<file path="src/rtl/srs_pkg.sv">
// Shared types and constants of the stable record sorter.
package srs_pkg;

  localparam int unsigned KeyW        = 16;
  localparam int unsigned TagW        = 8;
  localparam int unsigned CapacityDef = 16;

  // One stored record: sort key in the upper bits, tag in the lower bits.
  typedef struct packed {
    logic [KeyW-1:0] key;
    logic [TagW-1:0] tag;
  } record_t;

  // Request from the sequencer to the output register.
  typedef struct packed {
    logic load;
    logic last;
  } emit_ctl_t;

endpackage

</file>
<file path="src/rtl/srs_mem.sv">
// Record memory: one write port and one read port with registered read data.
module srs_mem import srs_pkg::*; #(
  parameter int unsigned Depth = CapacityDef,
  parameter int unsigned AddrW = $clog2(Depth)
) (
  input  logic             clk_i,
  input  logic             we_i,
  input  logic [AddrW-1:0] waddr_i,
  input  record_t          wdata_i,
  input  logic [AddrW-1:0] raddr_i,
  output record_t          rdata_o
);

  record_t mem [Depth];
  record_t rdata_q;

  always_ff @(posedge clk_i) begin
    if (we_i) begin
      mem[waddr_i] <= wdata_i;
    end
    rdata_q <= mem[raddr_i];
  end

  assign rdata_o = rdata_q;

endmodule

</file>
<file path="src/rtl/srs_ctrl.sv">
// Sequencer of the sorter: loading, bubble passes over the memory and readout.
module srs_ctrl import srs_pkg::*; #(
  parameter int unsigned Capacity = CapacityDef,
  parameter int unsigned AddrW    = $clog2(Capacity),
  parameter int unsigned FillW    = $clog2(Capacity + 1)
) (
  input  logic             clk_i,
  input  logic             rst_ni,
  input  logic             in_valid_i,
  output logic             in_ready_o,
  input  logic [TagW-1:0]  tag_i,
  input  logic [KeyW-1:0]  sort_key_i,
  input  logic             final_item_i,
  input  logic             out_free_i,
  output emit_ctl_t        emit_o,
  output logic             mem_we_o,
  output logic [AddrW-1:0] mem_waddr_o,
  output record_t          mem_wdata_o,
  output logic [AddrW-1:0] mem_raddr_o,
  input  record_t          mem_rdata_i
);

  localparam logic [2:0] StLoad   = 3'd0;
  localparam logic [2:0] StSort   = 3'd1;
  localparam logic [2:0] StDrain  = 3'd2;
  localparam logic [2:0] StFlush  = 3'd3;
  localparam logic [2:0] StEmitWt = 3'd4;
  localparam logic [2:0] StEmitRd = 3'd5;
  localparam logic [2:0] StEmitLd = 3'd6;

  logic [2:0]       state_q, state_d;
  logic [FillW-1:0] fill_q, fill_d;
  logic [AddrW-1:0] end_q, end_d;
  logic [AddrW-1:0] pos_q, pos_d;
  logic             prv_vld_q, prv_vld_d;
  logic [AddrW-1:0] prv_addr_q, prv_addr_d;
  logic [AddrW-1:0] emit_q, emit_d;
  logic [AddrW-1:0] cnt_last_q, cnt_last_d;
  record_t          carry_q, carry_d;

  logic             room;
  logic [FillW-1:0] new_cnt;
  logic [FillW-1:0] cnt_m1;

  assign room    = (fill_q != FillW'(Capacity));
  assign new_cnt = room ? (fill_q + FillW'(1)) : fill_q;
  assign cnt_m1  = new_cnt - FillW'(1);

  assign in_ready_o = (state_q == StLoad);

  always_comb begin
    state_d     = state_q;
    fill_d      = fill_q;
    end_d       = end_q;
    pos_d       = pos_q;
    prv_vld_d   = 1'b0;
    prv_addr_d  = prv_addr_q;
    emit_d      = emit_q;
    cnt_last_d  = cnt_last_q;
    carry_d     = carry_q;
    mem_we_o    = 1'b0;
    mem_waddr_o = '0;
    mem_wdata_o = carry_q;
    mem_raddr_o = pos_q;
    emit_o      = '0;

    // Compare the record read last cycle against the carried one; the record from address zero becomes the carry.
    if (prv_vld_q) begin
      if (prv_addr_q == '0) begin
        carry_d = mem_rdata_i;
      end else begin
        mem_we_o    = 1'b1;
        mem_waddr_o = prv_addr_q - AddrW'(1);
        if (carry_q.key > mem_rdata_i.key) begin
          mem_wdata_o = mem_rdata_i;
        end else begin
          mem_wdata_o = carry_q;
          carry_d     = mem_rdata_i;
        end
      end
    end

    case (state_q)
      StLoad: begin
        if (in_valid_i) begin
          if (room) begin
            mem_we_o    = 1'b1;
            mem_waddr_o = fill_q[AddrW-1:0];
            mem_wdata_o = '{key: sort_key_i, tag: tag_i};
          end
          fill_d = new_cnt;
          if (final_item_i) begin
            fill_d     = '0;
            cnt_last_d = cnt_m1[AddrW-1:0];
            end_d      = cnt_m1[AddrW-1:0];
            pos_d      = '0;
            emit_d     = '0;
            state_d    = (new_cnt == FillW'(1)) ? StEmitWt : StSort;
          end
        end
      end
      StSort: begin
        mem_raddr_o = pos_q;
        prv_vld_d   = 1'b1;
        prv_addr_d  = pos_q;
        if (pos_q == end_q) begin
          state_d = StDrain;
        end else begin
          pos_d = pos_q + AddrW'(1);
        end
      end
      StDrain: begin
        state_d = StFlush;
      end
      StFlush: begin
        mem_we_o    = 1'b1;
        mem_waddr_o = end_q;
        mem_wdata_o = carry_q;
        pos_d       = '0;
        if (end_q == AddrW'(1)) begin
          state_d = StEmitWt;
        end else begin
          end_d   = end_q - AddrW'(1);
          state_d = StSort;
        end
      end
      StEmitWt: begin
        if (out_free_i) begin
          state_d = StEmitRd;
        end
      end
      StEmitRd: begin
        mem_raddr_o = emit_q;
        state_d     = StEmitLd;
      end
      StEmitLd: begin
        emit_o.load = 1'b1;
        emit_o.last = (emit_q == cnt_last_q);
        if (emit_q == cnt_last_q) begin
          state_d = StLoad;
        end else begin
          emit_d  = emit_q + AddrW'(1);
          state_d = StEmitWt;
        end
      end
      default: begin
        state_d = StLoad;
      end
    endcase
  end

  always_ff @(posedge clk_i or negedge rst_ni) begin
    if (!rst_ni) begin
      state_q   <= StLoad;
      fill_q    <= '0;
      prv_vld_q <= 1'b0;
    end else begin
      state_q   <= state_d;
      fill_q    <= fill_d;
      prv_vld_q <= prv_vld_d;
    end
  end

  always_ff @(posedge clk_i) begin
    end_q      <= end_d;
    pos_q      <= pos_d;
    prv_addr_q <= prv_addr_d;
    emit_q     <= emit_d;
    cnt_last_q <= cnt_last_d;
    carry_q    <= carry_d;
  end

endmodule

</file>
<file path="src/rtl/stable_record_sorter.sv">
// Top level of the stable record sorter: memory, sequencer and output register.
//
// The block collects records (an 8-bit tag and a 16-bit unsigned key), one per
// accepted request, into a record memory of CAPACITY entries; records that
// arrive when the memory is full are dropped. The request marked final_item
// closes the set: the records are sorted into ascending key order, with equal
// keys kept in their load order, and then sent out one per output request,
// the last one flagged by end_of_run_o. While loading, the input stays ready
// for every request. The sort runs bubble passes, each of which streams its
// span of the memory through a single comparator with one read and one write
// per cycle, then drains the comparator and writes back the carried record.
// Readout waits until the output register is free or being taken, reads the
// record from the memory and loads it into the output register, one record
// at a time. The input side is closed from the final request until the last
// sorted record sits in the output register; that record may still wait
// there while the next set is being loaded.
module stable_record_sorter import srs_pkg::*; #(
  parameter int unsigned CAPACITY = CapacityDef
) (
  input  logic            clk_i,
  input  logic            rst_ni,
  input  logic            in_valid_i,
  output logic            in_ready_o,
  input  logic [TagW-1:0] tag_i,
  input  logic [KeyW-1:0] sort_key_i,
  input  logic            final_item_i,
  output logic            out_valid_o,
  input  logic            out_ready_i,
  output logic [TagW-1:0] out_tag_o,
  output logic [KeyW-1:0] out_key_o,
  output logic            end_of_run_o
);

  localparam int unsigned AddrW = $clog2(CAPACITY);
  localparam int unsigned FillW = $clog2(CAPACITY + 1);

  logic             mem_we;
  logic [AddrW-1:0] mem_waddr;
  record_t          mem_wdata;
  logic [AddrW-1:0] mem_raddr;
  record_t          mem_rdata;
  emit_ctl_t        emit;

  logic             out_valid_q, out_valid_d;
  record_t          out_rec_q, out_rec_d;
  logic             out_end_q, out_end_d;

  srs_mem #(
    .Depth (CAPACITY),
    .AddrW (AddrW)
  ) u_mem (
    .clk_i   (clk_i),
    .we_i    (mem_we),
    .waddr_i (mem_waddr),
    .wdata_i (mem_wdata),
    .raddr_i (mem_raddr),
    .rdata_o (mem_rdata)
  );

  srs_ctrl #(
    .Capacity (CAPACITY),
    .AddrW    (AddrW),
    .FillW    (FillW)
  ) u_ctrl (
    .clk_i        (clk_i),
    .rst_ni       (rst_ni),
    .in_valid_i   (in_valid_i),
    .in_ready_o   (in_ready_o),
    .tag_i        (tag_i),
    .sort_key_i   (sort_key_i),
    .final_item_i (final_item_i),
    .out_free_i   (!out_valid_q || out_ready_i),
    .emit_o       (emit),
    .mem_we_o     (mem_we),
    .mem_waddr_o  (mem_waddr),
    .mem_wdata_o  (mem_wdata),
    .mem_raddr_o  (mem_raddr),
    .mem_rdata_i  (mem_rdata)
  );

  // The sequencer only loads the output register after it has seen it free,
  // so a load never overwrites a record that has not been taken.
  always_comb begin
    out_valid_d = out_valid_q;
    out_rec_d   = out_rec_q;
    out_end_d   = out_end_q;
    if (emit.load) begin
      out_valid_d = 1'b1;
      out_rec_d   = mem_rdata;
      out_end_d   = emit.last;
    end else if (out_ready_i) begin
      out_valid_d = 1'b0;
    end
  end

  always_ff @(posedge clk_i or negedge rst_ni) begin
    if (!rst_ni) begin
      out_valid_q <= 1'b0;
    end else begin
      out_valid_q <= out_valid_d;
    end
  end

  always_ff @(posedge clk_i) begin
    out_rec_q <= out_rec_d;
    out_end_q <= out_end_d;
  end

  assign out_valid_o  = out_valid_q;
  assign out_tag_o    = out_rec_q.tag;
  assign out_key_o    = out_rec_q.key;
  assign end_of_run_o = out_end_q;

endmodule

</file>
<file path="config.mk">
export PLATFORM = sky130hd
export DESIGN_NAME = stable_record_sorter
export DESIGN_NICKNAME = d
export VERILOG_FILES = /design/src/rtl/srs_pkg.sv /design/src/rtl/srs_mem.sv /design/src/rtl/srs_ctrl.sv /design/src/rtl/stable_record_sorter.sv
export SDC_FILE = /design/constraint.sdc
export NUM_CORES = 1
export LEC_CHECK = 0
export ABC_AREA = 0
export BUFFER_PORTS_ARGS = -buffer_cell sky130_fd_sc_hd__buf_2
export CAP_MARGIN = 20
export CORE_MARGIN = 2
export CORE_UTILIZATION = 56
export CTS_CLUSTER_DIAMETER = 120
export DETAILED_ROUTE_END_ITERATION = 8
export GPL_TIMING_DRIVEN = 0
export PLACE_DENSITY = 0.78
export RECOVER_POWER = 100
export SLEW_MARGIN = 20
export SYNTH_ARGS = -nofsm -noshare
export SYNTH_HDL_FRONTEND = slang
export SYNTH_SLANG_ARGS = --single-unit
</file>
<file path="constraint.sdc">
create_clock -name clk_i -period 3.42 [get_ports clk_i]
set_clock_uncertainty 0.05 [all_clocks]
set_input_delay 0.513 -clock clk_i [delete_from_list [all_inputs] [get_ports clk_i]]
set_output_delay 0.513 -clock clk_i [all_outputs]
set_load 0.005 [all_outputs]
</file>
-- Word level (Yosys, flattened, before mapping)
Memories as Yosys holds them, arrays and structs flattened. A register that Yosys moved wholly into a read port is not among the register bits.
Index checks and enable logic that the tools add are counted.
- muxes and demuxes: 45
- div/mod/pow operators: 0
- $mul: 0
- reduce and logical (&&, ||, !) cells: 15
- shifts and indexed selects: 0
- bitwise operators: 0
- equality and inequality tests: 19
- $lt $le $gt $ge: 1
- add/sub/neg operators: 6
- operator list (operator ; count):
    $mux W24 ; 7
    $mux W4 ; 12
    $pmux W24 S2 ; 1
    $pmux W4 S2 ; 3
    $mux W3 ; 7
    $pmux W3 S7 ; 1
    $gt A16 B16 Y1 ; 1
    $reduce_and A4 Y1 ; 4
    $pmux W4 S3 ; 1
    $sub A4 B1 Y4 const B ; 3
    $mux W5 ; 2
    $eq A3 B3 Y1 const B ; 3
    $mux W1 ; 9
    $add A4 B1 Y4 const B ; 2
    $eq A4 B4 Y1 ; 2
    $ne A2 B1 Y1 const B ; 4
    $ne A2 B2 Y1 const B ; 4
    $eq A3 B2 Y1 const B ; 2
    $reduce_bool A2 Y1 ; 3
    $add A5 B1 Y5 const B ; 1
    $eq A5 B1 Y1 const B ; 1
    $ne A5 B5 Y1 const B ; 1
    $eq A4 B1 Y1 const B ; 1
    $logic_not A4 Y1 ; 1
    9 further kinds ; 10
- register bits after elaboration: 79
- memories: 1
- bits in read-only memories: 0
- memory bits (writable): 384
- latch bits: 0
- memories (name ; words ; width ; read ports ; clocked after Yosys merged registers in ; wr ports ; line ; source):
    u_mem.mem ; 16 ; 24 ; 1 ; 1 ; 1 ; srs_mem.sv:14 ; record_t mem [Depth];

-- Logic depth before layout (Yosys ltp)
- depth after elaboration: 8
- mapped depth: 10

-- Hierarchy
From an unflattened synthesis, not the netlist that was laid out.
- cells, all modules: 983
- area total of the unflattened synthesis: 19304.8 um^2
- modules (own cells, without submodules) (module ; area each (um^2) ; seq. area each (um^2) ; cells an instance ; instances):
    srs_mem ; 14930.6 ; 12011.5 ; 636 ; 1
    srs_ctrl ; 3575.9 ; 1546.5 ; 319 ; 1
    stable_record_sorter ; 798.3 ; 775.7 ; 28 ; 1

-- Worst setup path after synthesis
OpenSTA, ideal clock, no wires.
- kind: reg-to-reg
- start point: reg u_ctrl.state_q[2]
- end point: mem u_mem.mem[7][0] in the netlist's numbering (enable)
- slack: 0.187 ns
- data required time: 2.965 ns
- stages on the path, launching flop included: 8
- buffers on the path: 1
- arrival: 2.778 ns
- path through: dfrtp_1 -> buf_4 -> or4b_4 -> nor2_4 -> a22oi_1 -> a22oi_1 -> nand2_1 -> nor2_1
- word-level cells in the longest chain between the ends: 4
- elaborated cells between the ends (all ways): 6
- RTL lines (element ; line ; source):
    from (decl) ; srs_ctrl.sv:31 ; logic [2:0] state_q, state_d;
    from (signal assigned) ; srs_ctrl.sv:154 ; state_q <= StLoad;
    from (signal assigned) ; srs_ctrl.sv:158 ; state_q <= state_d;
    $eq A3 B2 Y1 or $logic_not A3 Y1 (tied branches) ; srs_ctrl.sv:83 ; case (state_q)
    $pmux W1 S2 ; srs_ctrl.sv:83 ;
    $mux W1 ; srs_mem.sv:18 ; if (we_i) begin
    $mux W1 (not written as such) ; srs_mem.sv:19 ; mem[waddr_i] <= wdata_i;
    to (decl) ; srs_mem.sv:14 ;
Several ways; a longest one is shown, not always the timed one.

-- Worst setup path after layout
- start point: reg u_ctrl.prv_addr_q[0]
- end point: mem u_mem.mem[2][7] in the netlist's numbering (enable)
- word-level cells in the longest chain between the ends: 8
- elaborated cells between the ends (all ways): 14
- RTL lines (element ; line ; source):
    from (decl) ; srs_ctrl.sv:36 ; logic [AddrW-1:0] prv_addr_q, prv_addr_d;
    from (signal assigned) ; srs_ctrl.sv:167 ; prv_addr_q <= prv_addr_d;
    parallel branches: the longest is 8 deep, another holds $sub A4 B1 Y4 ; - ;
Several ways; the timed one is not identified.

==> summary.md <==
| Metric | Value |
|---|---|
| Top-count cell post-synth | `edfxtp_1` |
| Largest area contributor in the netlist | `edfxtp_1` |
| Number of clock sinks | `487` |
| Post-synthesis adder-cell area fraction | `1.62%` |
| Asr flop ratio synth | `2.05%` |
| Post-route ant nets | `0` |
| Die Area | `37,300 um2` |
| Top cells by count, synth | `453 x edfxtp_1, 315 x nand2_1, 97 x and3_1` |
| Die X | `193 um` |
| Final period util | `98.4%` |
| GRT Total Usage | `26.8%` |
| Total leakage power | `8.48 nW` |
| CP bufs+invs | `2` |
| CP required | `3.64 ns` |
| Critical Path Max Stage Delay | `0.48 ns` |
| Setup tns final | `0 ns` |
| Num ports | `56` |
| Diodes inserted | `0` |
| P&R area growth vs syn | `16.9%` |
| Pwr Density | `1140 nW/um2` |
| Vias per inst | `6.33` |
| Share of layout cells above drive strength 1 | `14.3%` |
| Final Hold Viols | `0` |
| Number of enable flip-flop cells after synthesis | `453` |
| Clk_lat worst skew | `0.58 ns` |
| CP max stage cell | `edfxtp_1` |
| Clk slew on worst S/H paths | `0.06 ns` |
| Simple-Gate Fraction of Synth Area | `11.2%` |
| Core area | `35,400 um2` |
| Fill cell count | `2,276` |
| Footprint of the multi-input gates | `5490 um2` |
| Number of DRC markers in iteration 0 | `1,949` |
| Worst flop-to-flop path startpoint | `u_ctrl.prv_addr_q[0]$_DFFE_PP_` |
| Proportion of synthesized area in mux cells | `6.66%` |
| Status | `complete, no violations` |
| Synth Area in Compound Gates | `5.53%` |
| Largest family of logic cells by synthesized area | `simple AND/OR/NAND/NOR gates` |
| Reg2Reg Setup Slack | `0.05 ns` |
| TritonCTS clock tree | `built` |
| Crit path DAT | `3.59 ns` |
| Slew @ Worst Pin | `0.932 ns` |
| Final cell utilization of the core | `66.1%` |
| Fin. max-slew vios | `0` |
| Worst hold endpoint | `u_ctrl.fill_q[4]$_DFFE_PN0P_` |
| Overall power | `26.8 mW` |
| Vias after detailed routing | `13.0k` |
| Root Driver | `clkbuf_16` |
| Share of the synthesized area in the top cell type | `67.9%` |
| Worst path depth | `9` |
| Seq. cell area | `14,300 um2` |
| CP Launch Type | `flip-flop` |
| Netlist Area Pre-Place | `20,000 um2` |
| Placer congestion estimate | `0.919` |
| Crit path from | `u_ctrl.prv_addr_q[0]$_DFFE_PP_` |
| Initial core utilization | `56.6%` |
| DR WL/cell | `25.3 um` |
| Post-layout nets | `1,607` |
| Drt pass-1 iters | `6` |
| Largest net degree at the start of global routing | `25` |
| Syn_area_per_cell | `14.2 um2` |
| Max frequency | `297 MHz` |
| Remaining global-route overflow | `0` |
| Post-Synth XOR/XNOR Area | `0.918%` |
| Remaining DRCs | `0` |
| CP delay by family, top | `simple AND/OR/NAND/NOR gates` |
| Hold Startpoint | `final_item_i` |
| Vert. Die Dim | `193 um` |
| Site row count | `69` |
| Top cells by area, synth | `edfxtp_1 68%, nand2_1 5.9%, mux2i_1 4.0%` |
| Hold Crit Class | `in2reg` |
| #FFs+latches synth | `487` |
| Detailed-route wire length | `51,900 um` |
| Crit path max fanout | `15` |
| Top FF cell, synth | `edfxtp_1` |
| Final count of negative-setup-slack endpoints | `0` |
| Cell Area, Placed | `21,500 um2` |
| Critical path class | `reg2reg` |
| Post-Synthesis Cells | `1,410` |
| H-tree depth | `2` |
| WHS Path Cells | `2` |
| Crit-path cells | `inv_1 > ha_1 > nor3b_1 > nor2b_1 > o21ai_1 > o21ai_0 > nand2b_1 > nor2_1 > buf_16` |
| Initial antenna violation count | `1` |
| Final min period | `3.37 ns` |
| Worst reg-to-reg path cell count | `9` |
| Sequential area share after synthesis | `71.6%` |
| Hold WS | `0.202 ns` |
| Mapped Nets | `1,465` |
| Worst setup EP type | `flip-flop` |
| TritonCTS buffer count | `45` |
| Max_cap viols | `0` |
| Reg-to-Reg End | `u_mem.mem[2][7]$_DFFE_PP_` |
| Worst-case vdd ir drop | `0.782 mV` |
| Netlist cell types | `56` |
| Post-route cell area | `23,400 um2` |
| DP Wirelength | `33,000 um` |
| CTS Buffer Depth | `3` |
| Synth warn | `0` |
| Global-route wire length before repair | `73,300 um` |
| Worst slew margin | `37.9%` |
| Vias in the first global route | `12.5k` |
| IO buf count | `55` |
state kept, by name (all words and copies together), names as in the netlist:
signal and count:
out_valid_o 1, u_ctrl.fill_q 5, end_of_run_o 1, u_mem.rdata_o 24, u_ctrl.state_q 3, u_ctrl.prv_addr_q 4, u_ctrl.prv_vld_q 1, u_mem.mem 384
u_ctrl.pos_q 4, out_key_o 16, u_ctrl.emit_q 4, u_ctrl.end_q 4, u_ctrl.cnt_last_q 4, u_ctrl.carry_q 24, out_tag_o 8
where the power goes:
| part | leakage (nW) | total [mW] | internal [mW] | switching [mW] |
|---|---|---|---|---|
| clock network | 0.730 | 5.12 | 2.98 | 2.14 |
| registers | 4.46 | 10.3 | 9.70 | 0.634 |
| logic | 3.29 | 11.3 | 3.89 | 7.43 |
| total | 8.48 | 26.8 | 16.6 | 10.2 |
per-stage QoR:
stage / setup WS (ns) / instances
floorplan: 0.187 / 1410
global placement: -1.31 / 1926
detailed placement: -0.452 / 1942
CTS: -0.227 / 2030
global route: -0.112 / 2050
finish: 0.0545 / 2050
worst max path at each step:
stage                                             to  slack, ns
after CTS                 u_mem.mem[9][15]$_DFFE_PP_      -0.23
after floorplan            u_mem.mem[7][0]$_DFFE_PP_       0.19
final                      u_mem.mem[2][7]$_DFFE_PP_       0.05
after global routing       u_mem.mem[2][7]$_DFFE_PP_      -0.11
after global placement    u_mem.mem[15][7]$_DFFE_PP_      -1.31
after detailed placement  u_mem.mem[5][10]$_DFFE_PP_      -0.45
layout make-up:
cell class	instances	area share (%)
buffer	72	1.65
clock buffer	59	5.22
clock inverter	25	1.17
inverter	30	0.481
multi-input combinational	822	23.5
sequential	487	61.2
tap	461	2.46
timing repair buffer	94	4.31
cell usage in the layout, fill, tap and decap left out, types with 30 or more instances in the layout:
cell       instances
mux2i_1           66
mux2_1            30
buf_2             58
inv_1             30
nand2_1          315
clkbuf_1          64
clkbuf_16         47
a31oi_1           48
and3_1            97
edfxtp_1         453
metal layers:
metal	track usage (%)	part of all wire (%)	vias to the layer above
met5	0	0	-
met1	34.0	35	6324
met3	5.67	11	145
met2	44.8	50	955
met4	11.9	3.6	0
li1	-	-	5555
what timing repair did:
item | CTS | global route
endpoints found under the hold margin | 10 | 0
setup endpoints to repair | 230 | 332
gates cloned | 1 | 0
hold buffers | 1 | 0
resized for setup | 10 | 13
setup buffers | 2 | 20
pin swaps | 3 | 8
logic make-up after synthesis:
logic type / count (synthesis)
AOI/OAI and AO/OA: 153
xor gates and xnor gates: 21
adders and majority gates: 26
buffers and inverters: 102
DFF: 487
muxes: 126
and+or+nand+nor: 495
(Power assumes the default switching activity.)
